--- src/sv/ccl_pkg.sv ---
package ccl_pkg;

    localparam int unsigned VTX_W            = 6;
    localparam int unsigned CNUM_W           = 7;
    localparam int unsigned CFG_W            = 7;
    localparam int unsigned DEF_MAX_VERTICES = 64;

    localparam logic [CFG_W-1:0] VCOUNT_RESET = 7'd64;

    localparam logic CMD_ADD_EDGE = 1'b0;
    localparam logic CMD_FINISH   = 1'b1;

    // Strobes from the controller to the datapath.
    typedef struct packed {
        logic load_edge;
        logic edge_wr_a;
        logic edge_wr_b;
        logic scan_clr;
        logic scan_inc;
        logic walk_start;
        logic comp_done;
        logic pop;
        logic row_rd;
        logic fresh_ld;
        logic push;
        logic label_rd;
        logic out_ld;
        logic clear;
    } t_dp_cmd;

    // Conditions reported back to the controller.
    typedef struct packed {
        logic is_finish;
        logic edge_ok;
        logic scan_end;
        logic scan_visited;
        logic sp_zero;
        logic fresh_zero;
        logic out_free;
    } t_dp_status;

endpackage

--- src/sv/ccl_ctrl.sv ---
module ccl_ctrl (
    input  logic                 i_clk,
    input  logic                 i_rst_n,
    input  logic                 i_in_valid,
    output logic                 o_in_stall,
    output ccl_pkg::t_dp_cmd     o_cmd,
    input  ccl_pkg::t_dp_status  i_status
);
    import ccl_pkg::*;

    typedef enum logic [10:0] {
        S_IDLE    = 11'b000_0000_0001,
        S_EDGE_A  = 11'b000_0000_0010,
        S_EDGE_B  = 11'b000_0000_0100,
        S_SCAN    = 11'b000_0000_1000,
        S_POP     = 11'b000_0001_0000,
        S_ROW     = 11'b000_0010_0000,
        S_FRESH   = 11'b000_0100_0000,
        S_PUSH    = 11'b000_1000_0000,
        S_EMIT_RD = 11'b001_0000_0000,
        S_EMIT_WR = 11'b010_0000_0000,
        S_CLEAR   = 11'b100_0000_0000
    } t_state;

    t_state r_state;
    t_state n_state;

    always_ff @(posedge i_clk) begin
        if (!i_rst_n) begin
            r_state <= S_IDLE;
        end else begin
            r_state <= n_state;
        end
    end

    assign o_in_stall = (r_state != S_IDLE);

    always_comb begin
        n_state = r_state;
        o_cmd   = '0;
        case (r_state)
            S_IDLE: begin
                if (i_in_valid) begin
                    if (i_status.is_finish) begin
                        o_cmd.scan_clr = 1'b1;
                        n_state        = S_SCAN;
                    end else if (i_status.edge_ok) begin
                        o_cmd.load_edge = 1'b1;
                        n_state         = S_EDGE_A;
                    end
                end
            end
            S_EDGE_A: begin
                o_cmd.edge_wr_a = 1'b1;
                n_state         = S_EDGE_B;
            end
            S_EDGE_B: begin
                o_cmd.edge_wr_b = 1'b1;
                n_state         = S_IDLE;
            end
            S_SCAN: begin
                if (i_status.scan_end) begin
                    o_cmd.scan_clr = 1'b1;
                    n_state        = S_EMIT_RD;
                end else if (i_status.scan_visited) begin
                    o_cmd.scan_inc = 1'b1;
                end else begin
                    o_cmd.walk_start = 1'b1;
                    n_state          = S_POP;
                end
            end
            S_POP: begin
                if (i_status.sp_zero) begin
                    o_cmd.comp_done = 1'b1;
                    n_state         = S_SCAN;
                end else begin
                    o_cmd.pop = 1'b1;
                    n_state   = S_ROW;
                end
            end
            S_ROW: begin
                o_cmd.row_rd = 1'b1;
                n_state      = S_FRESH;
            end
            S_FRESH: begin
                o_cmd.fresh_ld = 1'b1;
                n_state        = S_PUSH;
            end
            S_PUSH: begin
                if (i_status.fresh_zero) begin
                    n_state = S_POP;
                end else begin
                    o_cmd.push = 1'b1;
                end
            end
            S_EMIT_RD: begin
                if (i_status.scan_end) begin
                    n_state = S_CLEAR;
                end else begin
                    o_cmd.label_rd = 1'b1;
                    n_state        = S_EMIT_WR;
                end
            end
            S_EMIT_WR: begin
                if (i_status.out_free) begin
                    o_cmd.out_ld = 1'b1;
                    n_state      = S_EMIT_RD;
                end
            end
            S_CLEAR: begin
                o_cmd.clear = 1'b1;
                n_state     = S_IDLE;
            end
            default: begin
                n_state = S_IDLE;
            end
        endcase
    end

endmodule

--- config.mk ---
export PLATFORM = sky130hd
export DESIGN_NAME = ccl_ctrl
export DESIGN_NICKNAME = d
export VERILOG_FILES = /design/src/sv/ccl_pkg.sv /design/src/sv/ccl_ctrl.sv
export SDC_FILE = /design/constraint.sdc
export NUM_CORES = 1
export LEC_CHECK = 0
export BUFFER_PORTS_ARGS = -buffer_cell sky130_fd_sc_hd__buf_2
export CAP_MARGIN = 20
export CORE_MARGIN = 8
export CORE_UTILIZATION = 38
export CTS_CLUSTER_DIAMETER = 150
export DETAILED_ROUTE_END_ITERATION = 10
export SLEW_MARGIN = 10
export SYNTH_ARGS = -nofsm -noshare
export SYNTH_HDL_FRONTEND = slang
export SYNTH_SLANG_ARGS = --single-unit
--- constraint.sdc ---
create_clock -name i_clk -period 4.7 [get_ports i_clk]
set_input_delay 0.94 -clock i_clk [delete_from_list [all_inputs] [get_ports i_clk]]
set_output_delay 0.94 -clock i_clk [all_outputs]
set_load 0.05 [all_outputs]
Word level (Yosys, flattened, before mapping)
Index checks and enable logic that the tools add are counted.
{ "totals": {"ff_bits": 11, "inputBits": 10, "output_inout_bits": 15, "wordCells": 55} }
{ "classes": {"n_eq_ne": 17, "mux": 36, "n_reduce_logical": 1} }
{ "op_table": {"columns": ["cell", "n"], "rows": [
  ["11-bit one-hot mux with 9 select lines", 1],
  ["11-bit two-way mux", 8],
  ["1-bit two-way mux", 22],
  ["11-bit by 1-bit == test with 1-bit output (second input constant)", 1],
  ["11-bit by 10-bit == test with 1-bit output (second input constant)", 1],
  ["11-bit == test (second input constant)", 1],
  ["11-bit by 2-bit == test with 1-bit output (second input constant)", 1],
  ["11-bit by 3-bit == test with 1-bit output (second input constant)", 1],
  ["11-bit by 4-bit == test with 1-bit output (second input constant)", 1],
  ["11-bit by 5-bit == test with 1-bit output (second input constant)", 1],
  ["11-bit by 6-bit == test with 1-bit output (second input constant)", 1],
  ["11-bit by 7-bit == test with 1-bit output (second input constant)", 1],
  ["11-bit by 8-bit == test with 1-bit output (second input constant)", 1],
  ["11-bit by 9-bit == test with 1-bit output (second input constant)", 1],
  ["11-bit by 1-bit inequality test with 1-bit output (second input constant)", 1],
  ["2-bit two-way mux", 3],
  ["6-bit two-way mux", 1],
  ["2-bit inequality test (second input constant)", 3],
  ["3-bit inequality test (second input constant)", 2],
  ["5-bit AND reduction", 1],
  ["1-bit one-hot mux with 2 select lines", 1]
]} }

Logic depth before layout (Yosys ltp)
Gate-level depths: netlist (run 1).
{ "depth": {"depth_word": 4, "depth_mapped": 6, "mapped_depth_nobuf": 5} }

Worst setup path before layout (run 1)
No wires, ideal clock.
{ "synth_path": {"kind": "register to output", "startpoint": "register r_state[4]", "endpoint": "output o_cmd[13] in the netlist's numbering", "t_arrival_ns": 2.394, "path_slack_ns": 1.366, "stages_incl_launch_ff": 6, "path_buffers": 1, "path_cell_list": "dfxtp_1 > buf_6 > or4_4 > nor2_8 > nand2_4 > nor3_1"} }
{ "synth_rtl": {"columns": ["item", "line_no", "source"], "rows": [
  ["start, declared", "ccl_ctrl.sv:25", "t_state r_state;"],
  ["start signal, assigned", "ccl_ctrl.sv:32", "r_state <= n_state;"],
  ["end, declared", "ccl_ctrl.sv:6", "output ccl_pkg::t_dp_cmd o_cmd,"]
]} }

==> metrics.yaml, run 1 <==
fillers: 217
cp.required_ns: 3.76
grt_usage: 0.111
grt_first_pass_wirelength_um: 3660
overflow: 0
synth_top_area_frac: 0.265
grtUsageMet1: 0.144
hold_depth: 2
slew_viol_final: 0
seq_area_um2: 220
skew_ns: 0.0100
synthCells: 96
grt_max_degree: 10
whs_ns: 0.605
outcome: "completed"
crit_path_top_delay_cell: "nor4_4"
syn_area_per_cell_um2: 8.64
cts_root_buf: "clkbuf_4"
largest_reg_flops: 11
synth.top_cells.by_area: "dfxtp_1 (27%), nor4_2 (6.0%), inv_1 (4.5%), nand4_1 (4.5%), nor3_2 (3.6%)"
post-cts-setup-buffer-count: 0
ios: 25
p_per_area_mw_per_mm2: 270
gp_congestion: 0.804
routed_wl_um: 2210
rows: 17
grt_pass1_vias: 805
die_h_um: 62.7
ys_warn_count: 0
drt-pass1-iter-count: 4
cts.clk_slew.worst_paths_ns: 0.08
place_ws_ns: 1.97
numCtsBuffers: 3
setup_tns_ns: 0
setup_viol: 0
cts_sinks: 11
synthFlopType: "dfxtp_1"
drive_above_1_share: 0.366
ys_ff_latch: 11
tightest_slew_ns: 0.477
clockBufferDepth: 2
cts_resized: 0
reg2regPathDepth: 4
port_buffers: 24
finalHoldViolations: 0
r2r_start: "r_state[1]$_SDFFE_PN0P_"
dp_hpwl_um: 1810
cts_tree: "built"
final_antenna_net_count: 0
clock_latency_ns: 0.27
post_drt_wl_per_cell_um: 14.6
min-delay-start: "r_state[8]$_SDFFE_PN0P_"
synth_area_leader_cell: "dfxtp_1"
drc: 0
grt_use_met2: 0.167
fin_crit_ns: 2.96
cp_max_fo: 7
yosysUniqueCellTypes: 40
r2r_slack_ns: 3.02
diodes: 0
cp_cell_sequence: "nor4_4 > nand2_2 > nor4_2 > buf_2"
start_util: 0.390
grtUsageMet3: 0.0233
arrival_ns: 2.02
die_x_um: 62.7
setup_slack_ns: 1.74
critPathLaunchType: "flip-flop"
synth_edf_count: 0
crit_type: "flip-flop to primary output"
antenna_found_initial: 0
async_flop_share: 0
cap_violations: 0
dr.first_iter.drc_count: 27
grt_busiest_layer: "met2"
area_growth_syn_to_layout_pct: 20.5
clock.fmax_ghz: 0.338
syn_area_um2: 830
cts-hold-fix-buffers: 0
synth_nets: 106
peakVddDrop_mv: 0.165
slowest_delay_ns: 0.47
largest_register: "r_state"
crit_path_end_kind: "primary output"
relSlewSlack: 0.680
setup.worst_path.start: "r_state[1]$_SDFFE_PN0P_"
core_mm2: 0.00213
min_path_type: "flip-flop to flip-flop"
h-tree-depth: 1
vias: 811
top_regs: "r_state x11"
p_leak_nw: 0.481
min_period_over_period: 0.630
rsz0062_at_grt: "no"
nNetsFinal: 134
ys_seq_area_frac: 0.265
die_area_mm2: 0.00393
vias_per_cell: 5.37
multi_input_comb_area_um2: 561
## worst max-delay path: cells and delay by family (launching register included)
family | cells | cell delay (ns)
buf+inv | 1 | 0.33
flops | 1 | 0.43
simple gates | 3 | 0.99
## path summary, 6_finish.rpt
kind                                   end
setup / recovery                  o_cmd[6]
hold / removal    r_state[10]$_SDFFE_PN0P_
setup reg to reg   r_state[4]$_SDFFE_PN0P_
hold reg to reg   r_state[10]$_SDFFE_PN0P_
## cells in the mapped netlist (2+ instances only)
cell / number
a21oi_1: 2
inv_1: 10
nand2_1: 5
nor3_1: 4
nand4_1: 6
nand3b_1: 2
nor2_1: 8
o21ai_0: 6
nor3_2: 3
and3_1: 3
nor2b_1: 3
nor4_2: 4
nor4_1: 2
xor2_1: 2
dfxtp_1: 11
## logic make-up after synthesis
group / after synthesis / synth area share
AND/OR/NAND/NOR: 56 / 0.525
XOR/XNOR: 2 / 0.0211
AO/OA/AOI/OAI: 16 / 0.130
flip-flops: 11 / 0.265
buffers and inverters: 11 / 0.0588
## cell usage in the layout (no fill, tap or decap), types with 2 or more instances in the layout
master,Yosys,final
a21oi_1,2,2
and3_1,3,3
buf_2,0,24
clkbuf_4,0,3
dfxtp_1,11,11
inv_1,10,10
nand2_1,5,5
nand3b_1,2,2
nand4_1,6,6
nor2_1,8,8
nor2b_1,3,3
nor3_1,4,4
nor3_2,3,3
nor4_1,2,2
nor4_2,4,4
o21ai_0,6,6
xor2_1,2,2
## stage by stage
step / utilization / cell area [µm²] / power (W) / cells
after floorplan: - / 830 / 0.000183 / 96
after global placement: 0.458 / 973 / 0.000205 / 147
after detailed placement: 0.458 / 973 / 0.000206 / 147
after CTS: 0.470 / 1000 / 0.000270 / 151
after global routing: 0.470 / 1000 / 0.000284 / 151
final: 0.470 / 1000 / 0.000270 / 151
## per-layer routing
| metal | vias to the layer above | wire length, µm |
|---|---|---|
| met1 | 367 | 1110 |
| li1 | 410 | - |
| met3 | 4 | 131 |
| met4 | 0 | 39 |
| met5 | - | 0 |
| met2 | 30 | 930 |
## layout make-up
type                    count  area share
clock buffers               4      0.0263
flip-flops and latches     11       0.220
well taps                  28      0.0350
repair buffers             24       0.120
inverters                  10      0.0375
multi-input cells          74       0.561
## where the power goes
| group | total [W] | switching, W | internal (W) |
|---|---|---|---|
| registers | 0.000110 | 0.0000120 | 0.0000977 |
| logic | 0.0000944 | 0.0000596 | 0.0000349 |
| clock network | 0.0000657 | 0.0000329 | 0.0000329 |
No activity file was read; power rests on OpenSTA's default activity.
==> inputs of run 2 (changes only) <==
--- a/config.mk
+++ b/config.mk
@@ -5,6 +5,7 @@
 export SDC_FILE = /design/constraint.sdc
 export NUM_CORES = 1
 export LEC_CHECK = 0
+export ABC_AREA = 1
 export BUFFER_PORTS_ARGS = -buffer_cell sky130_fd_sc_hd__buf_2
 export CAP_MARGIN = 20
 export CORE_MARGIN = 8
==> constraint.sdc (replaced) <==
create_clock -name i_clk -period 2.9 [get_ports i_clk]
set_input_delay 0.58 -clock i_clk [delete_from_list [all_inputs] [get_ports i_clk]]
set_output_delay 0.58 -clock i_clk [all_outputs]
set_load 0.05 [all_outputs]
==> metrics.yaml, run 2 <==
yosysUniqueCellTypes: 21  # -48%
cp.buffers_inverters: 1  # unchanged
relSlewSlack: 0.822  # +0.142
cts_tree: "built"
cts-hold-fix-buffers: 0  # unchanged
largest_register: "r_state"
rows: 17  # unchanged
r2r_start: "r_state[0]$_SDFFE_PN1P_"
vias: 898  # +11%
grt_pass1_vias: 935  # +16%
area_growth_syn_to_layout_pct: 20.6  # about the same
finalHoldViolations: 0  # unchanged
drive_above_1_share: 0.344  # -0.0223
critPathLaunchType: "flip-flop"
crit_path_top_delay_cell: "dfxtp_1"
synth_edf_count: 0  # unchanged
drc: 0  # unchanged
die_area_mm2: 0.00416  # +5.7%
grt_max_degree: 11  # +1
peakVddDrop_mv: 0.410  # +150%
antenna_found_initial: 0  # unchanged
dpl.cell_count: 187  # +27%
synth_nets: 146  # +38%
ys_seq_area_frac: 0.246  # -0.0190
cts.clk_slew.worst_paths_ns: 0.08  # about the same
setup_viol: 0  # unchanged
critPathTopFamily: "simple AND/OR/NAND/NOR gates"
synth.top_cells.by_area: "dfxtp_1 (25%), inv_1 (12%), nand2_1 (12%), nor2_1 (7.6%), nor2_4 (6.3%)"
syn_area_um2: 893  # +7.7%
setup_tns_ns: 0  # unchanged
diodes: 0  # unchanged
drt-pass1-iter-count: 4  # unchanged
whs_ns: 0.574  # -0.0314 ns
outcome: "completed"
final_cells: 191  # +26%
setup.worst_path.start: "r_state[8]$_SDFFE_PN0P_"
cts_root_buf: "clkbuf_4"
dp_hpwl_um: 1900  # +5.1%
arrival_ns: 1.76  # -0.26 ns
p_per_area_mw_per_mm2: 792  # +190%
cap_violations: 0  # unchanged
synthFlopType: "dfxtp_1"
synth_area_leader_cell: "dfxtp_1"
slowest_delay_ns: 0.35  # -0.12 ns
ys_ff_latch: 11  # unchanged
ys_warn_count: 0  # unchanged
largest_reg_flops: 11  # unchanged
core_mm2: 0.00221  # +4.0%
tightest_slew_ns: 0.267  # -0.211 ns
fin_crit_ns: 2.34
start_util: 0.404  # +0.0138
synthCells: 136  # +42%
cp_cell_sequence: "nor2_4 > nand2_4 > nor2_8 > nand2_2 > o32ai_1 > buf_2"
synth_top_area_frac: 0.246  # -0.0190
die_x_um: 64.5  # +2.8%
cts_resized: 0  # unchanged
slew_viol_final: 0  # unchanged
p_leak_nw: 0.631  # +31%
numCtsBuffers: 3  # unchanged
min-delay-start: "r_state[3]$_SDFFE_PN0P_"
dr.first_iter.drc_count: 30  # +11%
async_flop_share: 0  # unchanged
syn_area_per_cell_um2: 6.57  # -24%
ios: 25  # unchanged
grt_first_pass_wirelength_um: 4100  # +12%
gp_congestion: 0.829  # +3.1%
crit_path_end_kind: "primary output"
h-tree-depth: 1  # unchanged
setup_slack_ns: 0.565  # -1.18 ns
port_buffers: 24  # unchanged
overflow: 0  # unchanged
layout_common_cells: "inv_1 (28), nand2_1 (28), buf_2 (24)"
top_regs: "r_state x11"
cts_sinks: 11  # unchanged
clockBufferDepth: 2  # unchanged
cp.required_ns: 2.32  # -1.44 ns
cp_max_fo: 7  # unchanged
crit_type: "flip-flop to primary output"
post_drt_wl_per_cell_um: 11.9  # -19%
nNetsFinal: 174  # +30%
place_ws_ns: 0.891  # -1.08 ns
die_h_um: 64.5  # +2.8%
min_period_over_period: 0.805
vias_per_cell: 4.70  # -12%
final_antenna_net_count: 0  # unchanged
min_path_type: "flip-flop to flip-flop"
skew_ns: 0.00810  # -0.00192 ns
grt_usage: 0.119  # +0.00830
clock_latency_ns: 0.27  # about the same
routed_wl_um: 2270  # +2.7%
clock.fmax_ghz: 0.428
rsz0062_at_grt: "no"
ys_top_cells_by_count: "inv_1 (28), nand2_1 (28), nor2_1 (18), dfxtp_1 (11), nand3_1 (11)"
post-cts-setup-buffer-count: 0  # unchanged
run 2: final cells by class:
cell class	count	area (µm²)
clock buffer	4	26.3
inverter	33	124
tap	28	35.0
multi-input combinational	91	552
timing repair buffer	24	120
sequential	11	220
fill	245	1130
run 2: stage by stage:
stage	utilization	total power [W]	instance area, µm²
floorplan	-	0.000641	900
global placement	0.475	0.000739	1050
detailed placement	0.475	0.000749	1050
CTS	0.487	0.000858	1080
global route	0.487	0.000914	1080
finish	0.487	0.000853	1080
run 2: where the power goes:
| group | internal (W) | switching [W] |
|---|---|---|
| clock | 0.0000532 | 0.0000547 |
| combinational | 0.000158 | 0.000387 |
| sequential | 0.000174 | 0.0000253 |
run 2: worst register-to-register path, cell delays in order, from the launching register on:
cell	delay [ns]
dfxtp_1	0.34
nor2_2	0.18
nand2_2	0.12
nor2_4	0.14
nand3_1	0.14
nand2_1	0.11
nor2_2	0.05
nand2_4	0.10
nand2_1	0.05
nand2_1	0.06
nand2_1	0.05
run 2: per-layer routing:
metal,up-vias,wire length (µm),track usage
li1,474,-,-
met1,406,1080,0.135
met2,14,1100,0.204
met3,4,47,0.0275
met4,0,37,0.0627
met5,-,0,0
run 2: kinds of logic after synthesis:
kind of cell	Yosys count	synth area share
and+or+nand+nor	86	0.574
AOI/OAI and AO/OA	5	0.0364
buffers and inverters	34	0.143
DFF	11	0.246
run 2: path summary, 6_finish.rpt:
| path | slack [ns] | endpoint | depth (start not counted) |
|---|---|---|---|
| setup / recovery | 0.56 | o_cmd[10] | 6 |
| hold / removal | 0.57 | r_state[3]$_SDFFE_PN0P_ | 4 |
| setup reg to reg | 1.47 | r_state[0]$_SDFFE_PN1P_ | 10 |
| hold reg to reg | 0.57 | r_state[3]$_SDFFE_PN0P_ | 4 |
==> inputs of run 3 (changes only) <==
==> constraint.sdc (replaced) <==
create_clock -name i_clk -period 1.98 [get_ports i_clk]
set_input_delay 0.396 -clock i_clk [delete_from_list [all_inputs] [get_ports i_clk]]
set_output_delay 0.396 -clock i_clk [all_outputs]
set_load 0.05 [all_outputs]
==> metrics.yaml, run 3 (synthesized netlist as in run 2, its figures left out) <==
layout_common_cells: "inv_1 (28), nand2_1 (27), nor2_1 (14), buf_2 (14), nand3_1 (11)"
skew_ns: 0.0114  # +0.00327 ns
slew_viol_final: 0  # unchanged
post_drt_wl_per_cell_um: 12.5  # +5.6%
gp_congestion: 0.801  # -3.4%
top_regs: "r_state x11"
grtUsageMet3: 0.0395  # +0.0120
dp_hpwl_um: 1930  # +1.6%
area_growth_syn_to_layout_pct: 43.3
rows: 17  # unchanged
grt_busiest_layer: "met2"
final_antenna_net_count: 0  # unchanged
grt_max_degree: 11  # unchanged
whs_ns: 0.402  # -0.172 ns
postLayoutCellArea_mm2: 0.00128  # +19%
grtUsageMet1: 0.137  # +0.00185
rsz0062_at_grt: "yes"
grt_use_met2: 0.199  # -0.00497
final_cells: 197  # +3.1%
fin_crit_ns: 1.96
cts_root_buf: "clkbuf_4"
start_util: 0.404  # unchanged
crit_path_end_kind: "primary output"
finalHoldViolations: 0  # unchanged
nNetsFinal: 180  # +3.4%
cts_tree: "built"
slowest_delay_ns: 0.35  # about the same
diodes: 0  # unchanged
cts_sinks: 11  # unchanged
crit_path_top_delay_cell: "dfxtp_2"
drive_above_1_share: 0.456  # +0.112
grt_pass1_vias: 878  # -6.1%
peakVddDrop_mv: 0.877  # +110%
grt_usage: 0.119  # -0.000394
cap_violations: 0  # unchanged
path_common_cell: "nand2_4"
min-delay-start: "i_rst_n"
vias: 920  # +2.4%
r2r_slack_ns: 0.48  # -0.99 ns
clock_latency_ns: 0.28  # about the same
numCtsBuffers: 3  # unchanged
dpl.cell_count: 189  # +1.1%
die_h_um: 64.5  # unchanged
min_period_over_period: 0.991
relSlewSlack: 0.828  # +0.00610
r2r_start: "r_state[9]$_SDFFE_PN0P_"
p_leak_nw: 0.696  # +10%
arrival_ns: 1.57  # -0.19 ns
outcome: "completed"
setup_tns_ns: 0  # unchanged
post_dp_cell_area_mm2: 0.00110  # +5.1%
clockBufferDepth: 2  # unchanged
cts-hold-fix-buffers: 0  # unchanged
vias_per_cell: 4.67  # -0.67%
overflow: 0  # unchanged
dr.first_iter.drc_count: 6  # -80%
p_per_area_mw_per_mm2: 1110  # +41%
cp.buffers_inverters: 1  # unchanged
die_x_um: 64.5  # unchanged
cts.clk_slew.worst_paths_ns: 0.09  # about the same
h-tree-depth: 1  # unchanged
setup_slack_ns: 0.0186  # -0.546 ns
die_area_mm2: 0.00416  # unchanged
reg2regPathDepth: 10  # unchanged
clock.fmax_ghz: 0.510
drt-pass1-iter-count: 2  # -2
critPathLaunchType: "flip-flop"
largest_register: "r_state"
worst_hold_path.endpoint: "r_state[0]$_SDFFE_PN1P_"
min_path_type: "primary input to flip-flop"
cp.required_ns: 1.58  # -0.74 ns
crit_cells: 6  # unchanged
port_buffers: 24  # unchanged
critPathTopFamily: "simple AND/OR/NAND/NOR gates"
grt_first_pass_wirelength_um: 3980  # -2.9%
antenna_found_initial: 0  # unchanged
hold_depth: 2  # -2
mostFrequentLayoutCell: "inv_1"
tightest_slew_ns: 0.256  # -0.0108 ns
fillers: 224  # -8.6%
core_mm2: 0.00221  # unchanged
drc: 0  # unchanged
cp_max_fo: 6  # -1
crit_type: "flip-flop to primary output"
place_ws_ns: 0.139  # -0.752 ns
setup_viol: 0  # unchanged
largest_reg_flops: 11  # unchanged
routed_wl_um: 2470  # +8.9%
ios: 25  # unchanged
cp_cell_sequence: "nor2_4 > nand2_4 > nor2_8 > nand2_4 > o32ai_4 > buf_6"
timing.rr.end: "r_state[0]$_SDFFE_PN1P_"
-- run 3: changes by cell type in the layout (fill, tap and decap cells not counted), moves of 4 or more --
cell / previous run / this run
buf_2: 24 / 14
dfxtp_1: 11 / 4
dfxtp_2: 0 / 7
buf_4: 0 / 6
buf_6: 0 / 6
nor2_1: 18 / 14
-- run 3: worst max path at each step --
stage,slack (ns),start,endpoint
detailed placement,0.14,r_state[4]$_SDFFE_PN0P_,o_cmd[10]
finish,0.02,r_state[10]$_SDFFE_PN0P_,o_cmd[10]
global placement,0.18,r_state[4]$_SDFFE_PN0P_,o_cmd[10]
CTS,-0.003,r_state[0]$_SDFFE_PN1P_,o_cmd[4]
global route,-0.09,r_state[1]$_SDFFE_PN0P_,o_cmd[4]
floorplan,-0.06,r_state[8]$_SDFFE_PN0P_,o_cmd[4]
-- run 3: metal layers --
metal / up-vias / routed length, µm
met2: 15 / 1230
met4: 0 / 35
met5: - / 0
met3: 6 / 117
li1: 485 / -
met1: 414 / 1080
-- run 3: area by class of cell --
class,instances,area [µm²],share of cell area
repair buffers,30,220,0.172
clock buffers,4,26.3,0.0205
flip-flops and latches,11,229,0.179
multi-input cells,91,646,0.504
well taps,28,35.0,0.0274
inverters,33,124,0.0968
-- run 3: stage by stage --
step / total power (W) / util
2_1_floorplan: 0.000972 / -
3_3_place_gp: 0.00114 / 0.499
3_5_place_dp: 0.00115 / 0.499
4_1_cts: 0.00136 / 0.529
5_1_grt: 0.00153 / 0.579
6_report: 0.00143 / 0.579
-- run 3: power by group --
group,switching (W),leakage (nW),internal [W]
registers,0.0000434,0.0926,0.000261
logic,0.000634,0.589,0.000321
clock network,0.0000886,0.0150,0.0000780
-- run 3: repair_timing --
| item | in CTS | in global routing |
|---|---|---|
| setup buffers | 1 | 3 |
| pin swaps | 2 | 9 |
| gates resized for setup | 11 | 26 |
| setup endpoints to repair | 6 | 13 |
| gates cloned | 0 | 0 |
